`src/rtl/sfrsc_pkg.sv`:
```
// Shared types, constants and frame classification for the serial frame receiver.
package sfrsc_pkg;

    localparam logic [8:0] MaxFrame     = 9'd256;
    localparam logic [8:0] DataFrameLen = 9'd203;
    localparam logic [8:0] OptFrameLen  = 9'd20;

    localparam logic [7:0] HeadA     = 8'h71;
    localparam logic [7:0] HeadB     = 8'h31;
    localparam logic [7:0] HeadC     = 8'hF1;
    localparam logic [8:0] LenAdjust = 9'd3;
    localparam logic [7:0] KindData  = 8'h10;
    localparam logic [7:0] KindExtra = 8'h21;

    localparam int unsigned TDataWidth = 80;
    localparam int unsigned TUserWidth = 4;

    typedef enum logic [2:0] {
        ST_MID      = 3'd0,
        ST_DATA     = 3'd1,
        ST_EXTRA    = 3'd2,
        ST_OPT      = 3'd3,
        ST_OTHER    = 3'd4,
        ST_BAD_HEAD = 3'd5,
        ST_BAD_SUM  = 3'd6,
        ST_OVERFLOW = 3'd7
    } status_t;

    typedef struct packed {
        logic [15:0] bad_header_count;
        logic [15:0] bad_sum_count;
        logic [15:0] good_count;
        logic [15:0] total_count;
        status_t     status;
        logic        frame_done;
        logic        in_frame;
        logic [7:0]  frame_pos;
        logic [7:0]  data_byte;
    } result_t;

    function automatic status_t classify(input logic [8:0] len, input logic [7:0] kind);
        status_t st;
        if (len == DataFrameLen) begin
            if (kind == KindData) begin
                st = ST_DATA;
            end else if (kind == KindExtra) begin
                st = ST_EXTRA;
            end else begin
                st = ST_OTHER;
            end
        end else if (len == OptFrameLen) begin
            st = ST_OPT;
        end else begin
            st = ST_OTHER;
        end
        return st;
    endfunction

endpackage

```
`src/rtl/sfrsc_core.sv`:
```
// Frame state, checksum, classification and event counters, one byte per transaction.
module sfrsc_core (
    input  logic               aclk,
    input  logic               aresetn,
    input  logic               accept,
    input  logic [7:0]         rx_byte,
    output sfrsc_pkg::result_t res
);
    import sfrsc_pkg::*;

    logic [8:0]  byte_count_reg, byte_count_next;
    logic [8:0]  expected_len_reg, expected_len_next;
    logic [7:0]  running_sum_reg, running_sum_next;
    logic [7:0]  kind_byte_reg, kind_byte_next;
    logic [15:0] starts_seen_reg, starts_seen_next;
    logic [15:0] good_seen_reg, good_seen_next;
    logic [15:0] bad_sum_seen_reg, bad_sum_seen_next;
    logic [15:0] bad_head_seen_reg, bad_head_seen_next;

    logic    taken;
    logic    done;
    status_t status;

    always_comb begin
        byte_count_next    = byte_count_reg;
        expected_len_next  = expected_len_reg;
        running_sum_next   = running_sum_reg;
        kind_byte_next     = kind_byte_reg;
        starts_seen_next   = starts_seen_reg;
        good_seen_next     = good_seen_reg;
        bad_sum_seen_next  = bad_sum_seen_reg;
        bad_head_seen_next = bad_head_seen_reg;
        taken  = 1'b1;
        done   = 1'b0;
        status = ST_MID;

        if (byte_count_reg == 9'd0) begin
            starts_seen_next = starts_seen_reg + 16'd1;
            if (rx_byte != HeadA && rx_byte != HeadB && rx_byte != HeadC) begin
                bad_head_seen_next = bad_head_seen_reg + 16'd1;
                taken  = 1'b0;
                done   = 1'b1;
                status = ST_BAD_HEAD;
            end else begin
                running_sum_next  = rx_byte;
                kind_byte_next    = 8'd0;
                expected_len_next = 9'd0;
                byte_count_next   = 9'd1;
            end
        end else begin
            running_sum_next = running_sum_reg + rx_byte;
            byte_count_next  = byte_count_reg + 9'd1;
            if (byte_count_reg == 9'd1) begin
                expected_len_next = {1'b0, rx_byte} + LenAdjust;
                if (expected_len_next > MaxFrame) begin
                    done            = 1'b1;
                    status          = ST_OVERFLOW;
                    byte_count_next = 9'd0;
                end
            end else begin
                if (byte_count_reg == 9'd3) begin
                    kind_byte_next = rx_byte;
                end
                if (byte_count_next >= expected_len_reg) begin
                    done = 1'b1;
                    if (running_sum_next == 8'd0) begin
                        good_seen_next = good_seen_reg + 16'd1;
                        status         = classify(expected_len_reg, kind_byte_next);
                    end else begin
                        bad_sum_seen_next = bad_sum_seen_reg + 16'd1;
                        status            = ST_BAD_SUM;
                    end
                    byte_count_next = 9'd0;
                end
            end
        end

        res.data_byte        = rx_byte;
        res.frame_pos        = byte_count_reg[7:0];
        res.in_frame         = taken;
        res.frame_done       = done;
        res.status           = status;
        res.total_count      = starts_seen_next;
        res.good_count       = good_seen_next;
        res.bad_sum_count    = bad_sum_seen_next;
        res.bad_header_count = bad_head_seen_next;
    end

    always_ff @(posedge aclk) begin
        if (!aresetn) begin
            byte_count_reg    <= '0;
            expected_len_reg  <= '0;
            running_sum_reg   <= '0;
            kind_byte_reg     <= '0;
            starts_seen_reg   <= '0;
            good_seen_reg     <= '0;
            bad_sum_seen_reg  <= '0;
            bad_head_seen_reg <= '0;
        end else if (accept) begin
            byte_count_reg    <= byte_count_next;
            expected_len_reg  <= expected_len_next;
            running_sum_reg   <= running_sum_next;
            kind_byte_reg     <= kind_byte_next;
            starts_seen_reg   <= starts_seen_next;
            good_seen_reg     <= good_seen_next;
            bad_sum_seen_reg  <= bad_sum_seen_next;
            bad_head_seen_reg <= bad_head_seen_next;
        end
    end

`ifndef SYNTH
    a_count_below_len: assert property (@(posedge aclk) disable iff (!aresetn)
        (byte_count_reg >= 9'd2) |-> (byte_count_reg < expected_len_reg))
        else $error("byte count reached frame length without closing");

    a_done_closes: assert property (@(posedge aclk) disable iff (!aresetn)
        (accept && res.frame_done) |=> (byte_count_reg == 9'd0))
        else $error("frame end did not close the frame");

    a_start_counted: assert property (@(posedge aclk) disable iff (!aresetn)
        (accept && byte_count_reg == 9'd0) |=>
        (starts_seen_reg == 16'($past(starts_seen_reg) + 16'd1)))
        else $error("frame start not counted");
`endif

endmodule

```
`src/rtl/sfrsc_out_reg.sv`:
```
// Result register between the frame logic and the output stream.
module sfrsc_out_reg (
    input  logic               aclk,
    input  logic               aresetn,
    input  logic               load,
    input  sfrsc_pkg::result_t res,
    output logic               in_ready,
    output logic               out_valid,
    input  logic               out_ready,
    output sfrsc_pkg::result_t out_res
);
    import sfrsc_pkg::*;

    logic    valid_reg;
    result_t res_reg;

    assign in_ready  = !valid_reg || out_ready;
    assign out_valid = valid_reg;
    assign out_res   = res_reg;

    always_ff @(posedge aclk) begin
        if (!aresetn) begin
            valid_reg <= 1'b0;
        end else if (in_ready) begin
            valid_reg <= load;
        end
    end

    always_ff @(posedge aclk) begin
        if (load) begin
            res_reg <= res;
        end
    end

`ifndef SYNTH
    a_stall_only_full: assert property (@(posedge aclk) disable iff (!aresetn)
        !in_ready |-> (valid_reg && !out_ready))
        else $error("input stalled with empty result register");

    a_load_fills: assert property (@(posedge aclk) disable iff (!aresetn)
        load |=> valid_reg)
        else $error("loaded result not presented");
`endif

endmodule

```
`src/rtl/serial_frame_receiver_sum_check_top.sv`:
```
// Top level of the length-prefixed serial frame receiver with 8-bit sum check.
//
// Usage:
//   s_ channel: one received serial byte per transaction in s_tdata[7:0].
//   m_ channel: one result per input byte. m_tdata carries the echoed byte,
//   its index in the frame and the four wrapping 16-bit event counters;
//   m_tuser carries the in-frame flag and the status code; m_tlast is high
//   on the byte that ends or aborts a frame (good, bad sum, overflow, or a
//   rejected header byte).
//   Each byte's result is registered and on m_ in the cycle after its transaction.
//   Throughput: one byte per cycle unless m_tready stalls; frame checking
//   is a single add/compare pass between the frame state and result register.
//   Reset (aresetn low, synchronous): frame state and all counters clear,
//   the result register empties.
//   Stall: while a result waits on m_tready, s_tready stays high only if
//   that result leaves in the same cycle; otherwise input is held off and
//   no byte or result is lost.
module serial_frame_receiver_sum_check_top (
    input  logic                                aclk,
    input  logic                                aresetn,
    input  logic                                s_tvalid,
    output logic                                s_tready,
    input  logic [7:0]                          s_tdata,  // rx_byte
    output logic                                m_tvalid,
    input  logic                                m_tready,
    // data_byte, frame_pos, total_count, good_count, bad_sum_count, bad_header_count
    output logic [sfrsc_pkg::TDataWidth-1:0]    m_tdata,
    output logic                                m_tlast,  // frame_done
    output logic [sfrsc_pkg::TUserWidth-1:0]    m_tuser   // in_frame, status
);
    import sfrsc_pkg::*;

    logic    accept;
    result_t core_res;
    result_t out_res;

    assign accept = s_tvalid && s_tready;

    sfrsc_core u_core (
        .aclk    (aclk),
        .aresetn (aresetn),
        .accept  (accept),
        .rx_byte (s_tdata),
        .res     (core_res)
    );

    sfrsc_out_reg u_out_reg (
        .aclk      (aclk),
        .aresetn   (aresetn),
        .load      (accept),
        .res       (core_res),
        .in_ready  (s_tready),
        .out_valid (m_tvalid),
        .out_ready (m_tready),
        .out_res   (out_res)
    );

    assign m_tdata = {out_res.bad_header_count, out_res.bad_sum_count, out_res.good_count,
                      out_res.total_count, out_res.frame_pos, out_res.data_byte};
    assign m_tlast = out_res.frame_done;
    assign m_tuser = {out_res.status, out_res.in_frame};

endmodule

```
`config.mk`:
```
export PLATFORM = sky130hd
export DESIGN_NAME = serial_frame_receiver_sum_check_top
export DESIGN_NICKNAME = d
export VERILOG_FILES = /design/src/rtl/sfrsc_pkg.sv /design/src/rtl/sfrsc_core.sv /design/src/rtl/sfrsc_out_reg.sv /design/src/rtl/serial_frame_receiver_sum_check_top.sv
export SDC_FILE = /design/constraint.sdc
export NUM_CORES = 1
export LEC_CHECK = 0
export BUFFER_PORTS_ARGS = -buffer_cell sky130_fd_sc_hd__buf_2
export CORE_ASPECT_RATIO = 1.75
export CORE_MARGIN = 8
export CORE_UTILIZATION = 45
export CTS_CLUSTER_SIZE = 20
export DETAILED_ROUTE_END_ITERATION = 10
export HOLD_SLACK_MARGIN = 0.1
export PLACE_DENSITY_LB_ADDON = 0.3
export SETUP_SLACK_MARGIN = 0.1
export SYNTH_ARGS = -nofsm -noshare
export SYNTH_HDL_FRONTEND = slang
export SYNTH_SLANG_ARGS = --single-unit
export TNS_END_PERCENT = 5
```
`constraint.sdc`:
```
create_clock -name aclk -period 9.8 [get_ports aclk]
set_input_delay 0.98 -clock aclk [delete_from_list [all_inputs] [get_ports aclk]]
set_output_delay 0.98 -clock aclk [all_outputs]
set_load 0.02 [all_outputs]
```
==> impl_metrics.env, run 1 <==
export IMPL_drt_initial_drc_count=300
export IMPL_cts_hold_buf=0
export IMPL_pre_cts_slack_ns=5.21
export IMPL_total_power_mw=1.58
export IMPL_path_cells="buf_2 > ha_1 > o21a_1 > or3_1 > a2111oi_2 > and4_4 > and2_1 > nand2_1 > mux2_2"
export IMPL_regToRegEndpoint="u_out_reg.out_res[63]$_DFFE_PP_"
export IMPL_n_fill_cell=1830
export IMPL_synth_common_cells="dfxtp_1, nor2_1, nand2_1, edfxtp_1, xnor2_1"
export IMPL_drt_pass1_iterations=5
export IMPL_vias=6848
export IMPL_clock_root_buffer="clkbuf_16"
export IMPL_cts_repair_resized=0
export IMPL_critPathCaptureType="flop"
export IMPL_dpl_cell_count=1215
export IMPL_die_area_um2=24900
export IMPL_antenna_found_initial=0
export IMPL_slew_viol_final=0
export IMPL_ys_flop_type="dfxtp_1"
export IMPL_ant_nets=0
export IMPL_drc=0
export IMPL_clock_skew_ns=0.0120
export IMPL_cp_slowest_stage_delay_ns=0.88
export IMPL_port_buffer_count=98
export IMPL_htree_levels=4
export IMPL_grt_usage_pct=16.7
export IMPL_gr_total_overflow=0
export IMPL_cts_made_buffers=17
export IMPL_relSlewSlack_pct=27.8
export IMPL_antenna_cells=0
export IMPL_fin_setup_tns_ns=0
export IMPL_boundaryPins=99
export IMPL_max_freq_mhz=241
export IMPL_min_period_over_period_pct=42.3
export IMPL_maxCapViolCount=0
export IMPL_p_per_area_nw_per_um2=155
export IMPL_synth_top_area_share_pct=28.4
export IMPL_synth_edff_count=85
export IMPL_rsz0062_at_grt="no"
export IMPL_multiInputGateArea_um2=4180
export IMPL_critPathLaunchType="input port"
export IMPL_holdPathEnd="u_core.running_sum_reg[2]$_SDFFE_PN0P_"
export IMPL_largest_reg_flops=85
export IMPL_post_drt_via_cell_ratio=5.50
export IMPL_async_reset_ff_share_pct=0
export IMPL_post_dp_hpwl_mm=14.5
export IMPL_regToRegSetupSlack_ns=5.73
export IMPL_synth_net_count=947
export IMPL_cts_reportedPaths_clkPinSlew_ns=0.07
export IMPL_setup_viol=0
export IMPL_synth_distinct_cells=67
export IMPL_num_rows=68
export IMPL_finalNetCount=1027
export IMPL_power_leakage_nw=3.87
export IMPL_synth_top_area_cell="edfxtp_1"
export IMPL_finalCriticalPeriod_ns=4.15
export IMPL_grt_start_max_net_pins=65
export IMPL_syn2layout_area_growth_pct=13.3
export IMPL_cts_tree="done"
export IMPL_reg2reg_depth=13
export IMPL_syn_inst=909
export IMPL_critical_path_class="in -> reg"
export IMPL_drive_gt1_share_pct=15.3
export IMPL_seq_area_um2=4530
export IMPL_hold_class="reg -> reg"
export IMPL_tightest_slew_ns=1.08
export IMPL_fp_coreArea_um2=19700
export IMPL_critPathSlowestCell="and2_1"
export IMPL_r2r_start="u_core.byte_count_reg[0]$_SDFFE_PN0P_"
export IMPL_clk_latency_ns=0.43
export IMPL_clk_path_buf_depth=2
export IMPL_clkSinkCount=184
export IMPL_gp_congestion=0.898
export IMPL_final_cells=1246
export IMPL_setup_ws_ns=5.65
export IMPL_hold_viol=0
export IMPL_detail_route_wl_per_cell_um=16.3
export IMPL_synth_most_common_cell="dfxtp_1"
export IMPL_grt_pass1_wl_mm=33.4
export IMPL_cp_data_arrival_time_ns=4.34
export IMPL_syn_avg_cell_area_um2=9.89
export IMPL_syn_area_um2=8990
export IMPL_fp_dieH_um=203
export IMPL_status="finished, final reports clean"
export IMPL_synth_area_top_cells="edfxtp_1, dfxtp_1, xnor2_1"
export IMPL_drt_wl_total_mm=20.3
export IMPL_die_x_um=123
export IMPL_critPathRequiredTime_ns=9.99
export IMPL_synth_seq_cells=184
export IMPL_postCtsSetupBuffers=0
export IMPL_hold_depth=2
export IMPL_seq_area_frac_synth_pct=50.5
export IMPL_ir_drop_v=0.0000871
export IMPL_worstHoldStart="u_core.running_sum_reg[2]$_SDFFE_PN0P_"
export IMPL_grt_pass1_vias=6818
export IMPL_start_util_pct=45.7
export IMPL_critPathMaxFanout=31
export IMPL_ys_warn_count=0
-- per-stage QoR --
step                      instance area, um^2  util [%]  hold slack (ns)
final                                   10200      51.8            0.463
after floorplan                          8990         -            0.436
after global routing                    10200      51.8            0.493
after CTS                               10200      51.8            0.473
after detailed placement                 9630      49.0            0.463
after global placement                   9630      49.0            0.455
-- report_power, final --
part	internal [mW]	total (mW)	switching, mW
Sequential	0.823	0.831	0.00828
Clock	0.335	0.651	0.316
Combinational	0.0272	0.102	0.0744
Total	1.18	1.58	0.399
-- worst max-delay path, delay by kind of cell --
kind                       cells  cell delay (ns)
and+or+nand+nor                4             1.85
AOI/OAI and AO/OA              2             0.60
adders and majority gates      1             0.40
muxes                          1             0.33
buffers and inverters          1             0.16
-- worst max-delay path by stage --
stage	endpoint	slack, ns	depth (start not counted)	from
6_report	u_out_reg.out_res[38]$_DFFE_PP_	5.65	9	s_tdata[4]
4_1_cts	u_out_reg.out_res[38]$_DFFE_PP_	5.67	9	s_tdata[4]
2_1_floorplan	u_core.expected_len_reg[2]$_SDFFE_PN0P_	4.44	7	m_tready
3_3_place_gp	u_out_reg.out_res[38]$_DFFE_PP_	5.32	9	s_tdata[4]
5_1_grt	u_out_reg.out_res[63]$_DFFE_PP_	5.37	13	u_core.byte_count_reg[0]$_SDFFE_PN0P_
3_5_place_dp	u_out_reg.out_res[38]$_DFFE_PP_	5.21	9	s_tdata[4]
-- layout make-up --
class	count	share of cell area (%)
clock buffer	17	4.18
sequential	184	44.5
multi-input combinational	662	41.0
timing repair buffer	102	5.11
inverter	22	0.835
tap	245	3.01
clock inverter	14	1.33
-- logic make-up after synthesis --
| family | share of synthesized area, % |
|---|---|
| AO/OA/AOI/OAI | 9.59 |
| XOR/XNOR | 10.4 |
| adder cells (fa/ha/maj) | 3.70 |
| buffers and inverters | 3.05 |
| flip-flops | 50.5 |
| multiplexers | 1.14 |
| AND/OR/NAND/NOR | 21.6 |
-- layer usage --
layer  part of all wire (%)  GRT usage [%]  vias up
li1                       -              -     3410
met2                     56           31.7      133
met1                     39           17.8     3285
met4                    1.4           6.00        0
met5                      0              0        -
met3                    4.0           2.64       20
-- layout by cell type, fill, tap and decap left out, types with 19 or more instances in the layout --
cell and count:
a21oi_1 45, and3_1 30, buf_2 98, dfxtp_1 99, edfxtp_1 85, ha_1 25, inv_1 19, nand2_1 89
nand3_1 46, nand4_1 32, nor2_1 91, o21ai_0 26, xnor2_1 75, xor2_1 30
Power figures use the tool's default switching activity.
==> run 2, diff against run 1 <==
==> constraint.sdc (replaced) <==
create_clock -name aclk -period 4 [get_ports aclk]
set_input_delay 0.4 -clock aclk [delete_from_list [all_inputs] [get_ports aclk]]
set_output_delay 0.4 -clock aclk [all_outputs]
set_load 0.02 [all_outputs]
==> run 2 against run 1 <==
  * Via count fell by 0.39%
  * Critical path type is now reg -> reg
  * Highest routed layer unchanged
  * Sequential share of layout area fell by 0.47 points
  * Routed wire length rose by 1.4%
  * Count of clock-buffer cells in the layout rose by 1
  * Sequential cell count did not move
  * Global-route usage rose by 0.22 points
  * Critical path depth rose by 4
  * Sequential power rose by 140%
==> impl_metrics.env, run 2 (synthesized netlist as in run 1, its figures left out) <==
export IMPL_gr_total_overflow=0
export IMPL_min_period_over_period_pct=89.2
export IMPL_dpl_cell_count=1225
export IMPL_cts_repair_resized=0
export IMPL_cp_slowest_stage_delay_ns=0.53
export IMPL_path_buf_inv=0
export IMPL_setup_viol=0
export IMPL_clk_latency_ns=0.43
export IMPL_syn2layout_area_growth_pct=14.5
export IMPL_cp_top_family="simple AND/OR/NAND/NOR gates"
export IMPL_fin_util_pct=52.4
export IMPL_critPathSlowestCell="or4_1"
export IMPL_fp_coreArea_um2=19700
export IMPL_gp_congestion=0.928
export IMPL_post_dp_hpwl_mm=14.6
export IMPL_slew_viol_final=0
export IMPL_grt_pass1_wl_mm=33.7
export IMPL_final_cell_area_um2=10300
export IMPL_status="finished, final reports clean"
export IMPL_critical_path_class="reg -> reg"
export IMPL_finalNetCount=1037
export IMPL_drt_initial_drc_count=445
export IMPL_n_fill_cell=1800
export IMPL_grt_usage_pct=17.0
export IMPL_fin_setup_tns_ns=0
export IMPL_clock_root_buffer="clkbuf_16"
export IMPL_cts_reportedPaths_clkPinSlew_ns=0.07
export IMPL_hold_class="in -> reg"
export IMPL_critPathMaxFanout=12
export IMPL_drt_wl_total_mm=20.6
export IMPL_grt_start_max_net_pins=43
export IMPL_ant_nets=0
export IMPL_rsz0062_at_grt="no"
export IMPL_drive_gt1_share_pct=16.1
export IMPL_max_freq_mhz=280
export IMPL_whs_ns=0.211
export IMPL_final_cells=1257
export IMPL_antenna_cells=0
export IMPL_clkSinkCount=184
export IMPL_critPathCaptureType="flop"
export IMPL_clock_skew_ns=0.00981
export IMPL_post_drt_via_cell_ratio=5.43
export IMPL_fp_dieH_um=203
export IMPL_maxCapViolCount=0
export IMPL_seq_area_um2=4530
export IMPL_die_x_um=123
export IMPL_path_cells="ha_1 > and3_1 > and3_1 > nor2b_1 > or2_2 > ha_1 > o21ai_0 > a21oi_1 > o211ai_1 > and2_1 > a21o_1 > or4_1 > a21oi_1"
export IMPL_htree_levels=4
export IMPL_grt_pass1_vias=6909
export IMPL_boundaryPins=99
export IMPL_cp_data_arrival_time_ns=3.92
export IMPL_drc=0
export IMPL_postCtsSetupBuffers=0
export IMPL_largest_reg_flops=85
export IMPL_start_util_pct=45.7
export IMPL_power_leakage_nw=3.92
export IMPL_critPathRequiredTime_ns=4.35
export IMPL_port_buffer_count=98
export IMPL_tightest_slew_ns=0.803
export IMPL_placed_cell_area_um2=9700
export IMPL_cts_hold_buf=0
export IMPL_vias=6821
export IMPL_p_per_area_nw_per_um2=388
export IMPL_num_rows=68
export IMPL_detail_route_wl_per_cell_um=16.4
export IMPL_die_area_um2=24900
export IMPL_antenna_found_initial=0
export IMPL_multiInputGateArea_um2=4180
export IMPL_final_common_cell="dfxtp_1"
export IMPL_ir_drop_v=0.000261
export IMPL_drt_pass1_iterations=5
export IMPL_relSlewSlack_pct=46.4
export IMPL_critPathLaunchType="flop"
export IMPL_hold_viol=0
export IMPL_final_cell_mix="dfxtp_1, buf_2, nor2_1"
export IMPL_clk_path_buf_depth=2
export IMPL_cts_tree="done"
export IMPL_cts_made_buffers=17
export IMPL_finalCriticalPeriod_ns=3.57
[run 2: final timing paths]
path	start	to	slack [ns]	cells past startpoint
max	u_core.byte_count_reg[0]$_SDFFE_PN0P_	u_core.bad_sum_seen_reg[13]$_SDFFE_PN0P_	0.43	13
min	s_tvalid	u_out_reg.out_valid$_SDFFE_PN0N_	0.21	3
max reg2reg	u_core.byte_count_reg[0]$_SDFFE_PN0P_	u_core.bad_sum_seen_reg[13]$_SDFFE_PN0P_	0.43	13
min reg2reg	u_core.running_sum_reg[2]$_SDFFE_PN0P_	u_core.running_sum_reg[2]$_SDFFE_PN0P_	0.47	2
[run 2: metrics by stage]
step	power [mW]	worst slack (ns)
after global routing	4.13	0.183
after floorplan	2.24	0.600
final	3.99	0.432
after CTS	4.04	0.441
after global placement	2.34	0.571
after detailed placement	2.34	0.475
[run 2: report_power, final]
group / switching [mW] / internal (mW) / total (mW)
logic: 0.188 / 0.0695 / 0.257
registers: 0.0186 / 2.02 / 2.03
clock network: 0.765 / 0.938 / 1.70
[run 2: routing by layer]
metal	up-vias	track usage [%]	part of all wire (%)
met2	120	31.4	54
met5	-	0	0
met1	3244	17.8	40
met4	0	7.40	2.7
met3	38	3.20	3.6
li1	3419	-	-
[run 2: cell type report]
| cell class | count | share of cell area, % |
|---|---|---|
| tap | 245 | 2.98 |
| timing repair buffer | 112 | 5.79 |
| clock buffer | 18 | 4.17 |
| clock inverter | 14 | 1.59 |
| inverter | 22 | 0.827 |
| sequential | 184 | 44.1 |
| multi-input combinational | 662 | 40.6 |
[run 2: worst register-to-register path: stages (launching register included)]
cell      delay, ns
dfxtp_1        0.51
ha_1           0.26
and3_1         0.19
and3_1         0.19
nor2b_1        0.06
or2_2          0.30
ha_1           0.31
o21ai_0        0.08
a21oi_1        0.19
o211ai_1       0.18
and2_1         0.25
a21o_1         0.27
or4_1          0.53
a21oi_1        0.17
